===== config.mk =====
export PLATFORM = sky130hd
export DESIGN_NAME = sae_ctrl
export DESIGN_NICKNAME = d
export VERILOG_FILES = /design/src/hw/rtl/sae_pkg.sv /design/src/hw/rtl/sae_ctrl.sv
export SDC_FILE = /design/constraint.sdc
export NUM_CORES = 1
export LEC_CHECK = 0
export BUFFER_PORTS_ARGS = -buffer_cell sky130_fd_sc_hd__buf_4
export CAP_MARGIN = 30
export CORE_UTILIZATION = 58
export CTS_CLUSTER_DIAMETER = 120
export DETAILED_ROUTE_END_ITERATION = 16
export PLACE_DENSITY = 0.82
export SLEW_MARGIN = 20
export SYNTH_ARGS = -nofsm -noshare
export SYNTH_HDL_FRONTEND = slang
export SYNTH_SLANG_ARGS = --single-unit

===== constraint.sdc =====
create_clock -name clk -period 4.1 [get_ports clk]
set_input_delay 1.025 -clock clk [delete_from_list [all_inputs] [get_ports clk]]
set_output_delay 1.025 -clock clk [all_outputs]
set_load 0.05 [all_outputs]

===== src/hw/rtl/sae_pkg.sv =====
// ----------------------------------------------------------------------------
// sae_pkg
// Shared types for the suffix automaton extend block: datapath operations
// and the status bundle that goes back to the controller.
// ----------------------------------------------------------------------------
package sae_pkg;

  // symbol field width on the ports
  localparam int SYM_W = 5;

  // one operation per cycle, issued by the controller
  typedef enum logic [4:0] {
    OP_NONE,
    OP_CLEAR,
    OP_START,
    OP_REJECT,
    OP_ALLOC_NP,
    OP_SET_LEN_NP,
    OP_WALK_RD,
    OP_WALK1_SET,
    OP_LINK_NP_ROOT,
    OP_TAKE_Q,
    OP_READ_LQ,
    OP_LINK_NP_Q,
    OP_ALLOC_NQ,
    OP_LINK_NQ,
    OP_LINK_Q,
    OP_COPY_RD,
    OP_COPY_WR,
    OP_WALK2_SET,
    OP_LINK_NP_NQ,
    OP_RESULT
  } sae_op_t;

  // datapath conditions seen by the controller
  typedef struct packed {
    logic full;
    logic bad;
    logic p_zero;
    logic guard_end;
    logic trans_zero;
    logic trans_is_q;
    logic lenq_match;
    logic copy_last;
    logic clear_last;
    logic out_free;
  } sae_status_t;

endpackage


===== src/hw/rtl/sae_ctrl.sv =====
// ----------------------------------------------------------------------------
// sae_ctrl
// Sequencer: clear sweep, checks, first link walk, clone, second walk, result.
// ----------------------------------------------------------------------------
module sae_ctrl (
  input  logic                clk,
  input  logic                rst,
  input  logic                in_valid,
  output logic                in_stall,
  input  sae_pkg::sae_status_t st,
  output sae_pkg::sae_op_t    op
);

  typedef enum logic [14:0] {
    S_CLEAR   = 15'b000000000000001,
    S_IDLE    = 15'b000000000000010,
    S_CHECK   = 15'b000000000000100,
    S_LEN     = 15'b000000000001000,
    S_W1_RD   = 15'b000000000010000,
    S_W1_EV   = 15'b000000000100000,
    S_W1_LP   = 15'b000000001000000,
    S_W1_LQ   = 15'b000000010000000,
    S_CL_LINK = 15'b000000100000000,
    S_CL_LQ   = 15'b000001000000000,
    S_CP_RD   = 15'b000010000000000,
    S_CP_WR   = 15'b000100000000000,
    S_W2_RD   = 15'b001000000000000,
    S_W2_EV   = 15'b010000000000000,
    S_DONE    = 15'b100000000000000
  } state_t;

  state_t state, state_next;

  // hold state
  always_ff @(posedge clk) begin
    if (rst) begin
      state <= S_CLEAR;
    end else begin
      state <= state_next;
    end
  end

  assign in_stall = (state != S_IDLE);

  // decode next state and datapath operation
  always_comb begin
    state_next = state;
    op         = sae_pkg::OP_NONE;
    case (state)
      S_CLEAR: begin
        op = sae_pkg::OP_CLEAR;
        if (st.clear_last) state_next = S_IDLE;
      end
      S_IDLE: begin
        if (in_valid) begin
          op         = sae_pkg::OP_START;
          state_next = S_CHECK;
        end
      end
      S_CHECK: begin
        if (st.full || st.bad) begin
          op         = sae_pkg::OP_REJECT;
          state_next = S_DONE;
        end else begin
          op         = sae_pkg::OP_ALLOC_NP;
          state_next = S_LEN;
        end
      end
      S_LEN: begin
        op         = sae_pkg::OP_SET_LEN_NP;
        state_next = S_W1_RD;
      end
      S_W1_RD: begin
        if (st.p_zero || st.guard_end) begin
          op         = sae_pkg::OP_LINK_NP_ROOT;
          state_next = S_DONE;
        end else begin
          op         = sae_pkg::OP_WALK_RD;
          state_next = S_W1_EV;
        end
      end
      S_W1_EV: begin
        if (st.trans_zero) begin
          op         = sae_pkg::OP_WALK1_SET;
          state_next = S_W1_RD;
        end else begin
          op         = sae_pkg::OP_TAKE_Q;
          state_next = S_W1_LP;
        end
      end
      S_W1_LP: begin
        op         = sae_pkg::OP_READ_LQ;
        state_next = S_W1_LQ;
      end
      S_W1_LQ: begin
        if (st.lenq_match) begin
          op         = sae_pkg::OP_LINK_NP_Q;
          state_next = S_DONE;
        end else begin
          op         = sae_pkg::OP_ALLOC_NQ;
          state_next = S_CL_LINK;
        end
      end
      S_CL_LINK: begin
        op         = sae_pkg::OP_LINK_NQ;
        state_next = S_CL_LQ;
      end
      S_CL_LQ: begin
        op         = sae_pkg::OP_LINK_Q;
        state_next = S_CP_RD;
      end
      S_CP_RD: begin
        op         = sae_pkg::OP_COPY_RD;
        state_next = S_CP_WR;
      end
      S_CP_WR: begin
        op         = sae_pkg::OP_COPY_WR;
        state_next = st.copy_last ? S_W2_RD : S_CP_RD;
      end
      S_W2_RD: begin
        if (st.p_zero || st.guard_end) begin
          op         = sae_pkg::OP_LINK_NP_NQ;
          state_next = S_DONE;
        end else begin
          op         = sae_pkg::OP_WALK_RD;
          state_next = S_W2_EV;
        end
      end
      S_W2_EV: begin
        if (st.trans_is_q) begin
          op         = sae_pkg::OP_WALK2_SET;
          state_next = S_W2_RD;
        end else begin
          op         = sae_pkg::OP_LINK_NP_NQ;
          state_next = S_DONE;
        end
      end
      S_DONE: begin
        if (st.out_free) begin
          op         = sae_pkg::OP_RESULT;
          state_next = S_IDLE;
        end
      end
      default: begin
        state_next = S_CLEAR;
      end
    endcase
  end

  // no item is taken during the clear sweep
  a_clear_stall: assert property (@(posedge clk) disable iff (rst)
    (state == S_CLEAR) |-> in_stall)
    else $error("item accepted during clear sweep");

  // a copy pass always ends in the second walk or continues the copy
  a_copy_flow: assert property (@(posedge clk) disable iff (rst)
    (state == S_CP_WR) |=> (state == S_CP_RD || state == S_W2_RD))
    else $error("copy pass left early");

  // a result is posted only from the done state
  a_result_src: assert property (@(posedge clk) disable iff (rst)
    (op == sae_pkg::OP_RESULT) |-> (state == S_DONE))
    else $error("result posted outside done state");

endmodule


==> results.md <==
- Run status: finished clean
- Worst Skew: 2.03 ps
- Final nets: 168
- Total GRT Usage: 29.6%
- Post-DP HPWL: 2020 microns
- DRC viols: 0
- Worst r2r path cells: 5
- Final worst path period need: 3450 ps
- DRT iter0 DRCs: 40
- Syn Area/Cell: 7.60 sq um
- Biggest register: state
- Post-Syn Area: 0.00106 sq mm
- Routed len/inst: 14.5 microns
- Max Fclk: 290 MHz
- Via count: 1141
- Yosys top cell area share: 28.4%
- Synth warn: 0
- Critical path, cell by cell: nor4_4 -> nand3_1 -> or4_1 -> o211a_1 -> nand4_1 -> buf_4
- RSZ-0062 raised after global routing: false
- Clock sink count: 15
- HP Class: reg2reg
- Total negative setup slack: 0 ps
- # resized after CTS: 0
- Register area share after synthesis: 28.4%
- CP Capture Type: output port
- Commonest cells post-synth: dfxtp_1 (15), nand2_1 (13), nor2_1 (13), nand4_1 (10), nor3_1 (9)
- Tcrit/Tclk final: 84.1%
- TritonCTS clock tree: built
- Fin. max-slew vios: 0
- Synth cell types: 41
- Largest register FFs: 15
- WS Path Type: reg2out
- Clk buf depth: 2
- Die ar.: 0.00200 sq mm
- Initial antenna violation count: 0
- Power Dens Cells: 242 mW/mm^2
- Worst EP arrival: 2420 ps
- Rows: 15
- CP max FO: 9
- Area delta synth->final: 15.9%
- Syn Inst Count: 139
- Post-synth EDFFs: 0
- Placeable Area: 0.00171 sq mm
- DRT Pass-1 Iters: 5
- Worst endpoint required time: 3070 ps
- Hold-fix buffers at CTS: 0
- Vias in the first global route: 980
- Tightest Pin Transition: 529 ps
- Via/cell ratio: 6.37
- DP Worst Slack: 981 ps
- Leak: 0.480 nW
- Slew margin rel.: 64.3%
- Buffers added on ports: 18
- Clock Latency Late Sink: 290 ps
- Initial Util: 61.8%
- Final Wtd Congestion: 0.855
- CP max-delay cell: or4_1
- Root buffer cell: clkbuf_4
- Peak supply drop: 199 uV
- Startpoint types: register
- Clk slew on worst S/H paths: 90 ps
- Post-CTS setup repair buffer count: 0
- Top Ports: 19
- Final setup fails: 0
- Max-cap violation count: 0
- Top FF cell, synth: dfxtp_1
- Antenna Cells: 0
- Horiz. Die Dim: 44.7 microns
- Top post-synthesis cells by area: dfxtp_1 (28%), nand4_1 (5.9%), nor4b_1 (5.8%), nand2_1 (4.6%), nor2_1 (4.6%)
- Setup WS post-layout: 652 ps
- Crit-path max cell delay: 520 ps
- Syn nets: 152
- First-pass GRT wire length: 4350 microns
- Final hold viol count: 0
- Register bit total from synthesis: 15
- Post-synth top area cell: dfxtp_1
- Regs by FF count: state (15)
- CTS Buf Count: 3
- Share of flip-flops with an asynchronous set or reset: 0%
- Largest net degree at the start of global routing: 16
- Die Y: 44.7 microns
- GRT overflow: 0
- Fraction of layout instances using a drive strength above 1: 21.4%
- H-tree levels: 1
- Total wire length: 2600 microns
- Most numerous cell in the Yosys netlist: dfxtp_1
- Post-route ant nets: 0
- Hold Path Cell Cnt: 2
-- routing by layer --
layer	track usage [%]	up-vias	share of wire (%)
met4	9.09	0	1.2
met2	51.2	44	50
met5	0	-	0
li1	-	557	-
met3	3.67	4	5.0
met1	37.9	536	44
-- path summary, 6_finish.rpt --
kind / startpoint / end / slack [ps]
hold / removal: state[6] / state[7] / 600
hold reg to reg: state[6] / state[7] / 600
setup / recovery: state[0] / op[2] / 650
setup reg to reg: state[4] / state[0] / 2100
-- cells by family (layout without fill, tap and decap cells) --
| logic type | Yosys count | count (layout) | share of synthesized area (%) |
|---|---|---|---|
| xor gates and xnor gates | 3 | 3 | 2.49 |
| muxes | 2 | 2 | 1.90 |
| AOI/OAI and AO/OA | 19 | 19 | 11.8 |
| DFF | 15 | 15 | 28.4 |
| buffers and inverters | 15 | 30 | 6.40 |
| and+or+nand+nor | 85 | 85 | 48.9 |
-- stage by stage --
step | instance area, sq um | util (%) | hold slack (ps) | instances | power (W)
3_5_place_dp | 1200 | 70.0 | 576 | 175 | 0.000211
4_1_cts | 1220 | 71.6 | 591 | 179 | 0.000298
6_report | 1220 | 71.6 | 596 | 179 | 0.000296
3_3_place_gp | 1200 | 70.0 | 558 | 175 | 0.000209
2_1_floorplan | 1060 | - | 566 | 139 | 0.000190
5_1_grt | 1220 | 71.6 | 621 | 179 | 0.000309
-- power breakdown --
part | leakage (nW) | internal (W) | switching [W]
Clock | 0.0177 | 0.0000364 | 0.0000519
Combinational | 0.341 | 0.0000224 | 0.0000330
Sequential | 0.121 | 0.000148 | 0.00000495
Total | 0.480 | 0.000207 | 0.0000898
-- worst max-delay path, delay by kind of cell, from the launching register on --
family | cells | cell delay [ps]
and+or+nand+nor | 4 | 1350
DFF | 1 | 410
buffers and inverters | 1 | 200
AOI/OAI and AO/OA | 1 | 160
-- placed cells by master, fill, tap and decap left out, drive strengths merged, types with 2 or more instances in the layout --
cell type and count:
a21oi 9, nand4 10, nand2 13, and4 2, dfxtp 15, nand2b 2, a31oi 2, inv 5
buf 21, or3 2, nor2 13, nor3 9, nor4b 7, clkbuf 3, nor3b 2, nor4 6
or4 3, nand3 6, xor2 2, and2 2, or4b 2, and3 3, mux2i 2
-- cell type report --
cell class / instances / area (sq um)
multi-input combinational: 109 / 688
fill: 142 / 484
clock buffer: 3 / 22.5
tap: 25 / 31.3
sequential: 15 / 300
timing repair buffer: 21 / 158
clock inverter: 1 / 5.00
inverter: 5 / 18.8
No activity file was read; power rests on OpenSTA's default activity.
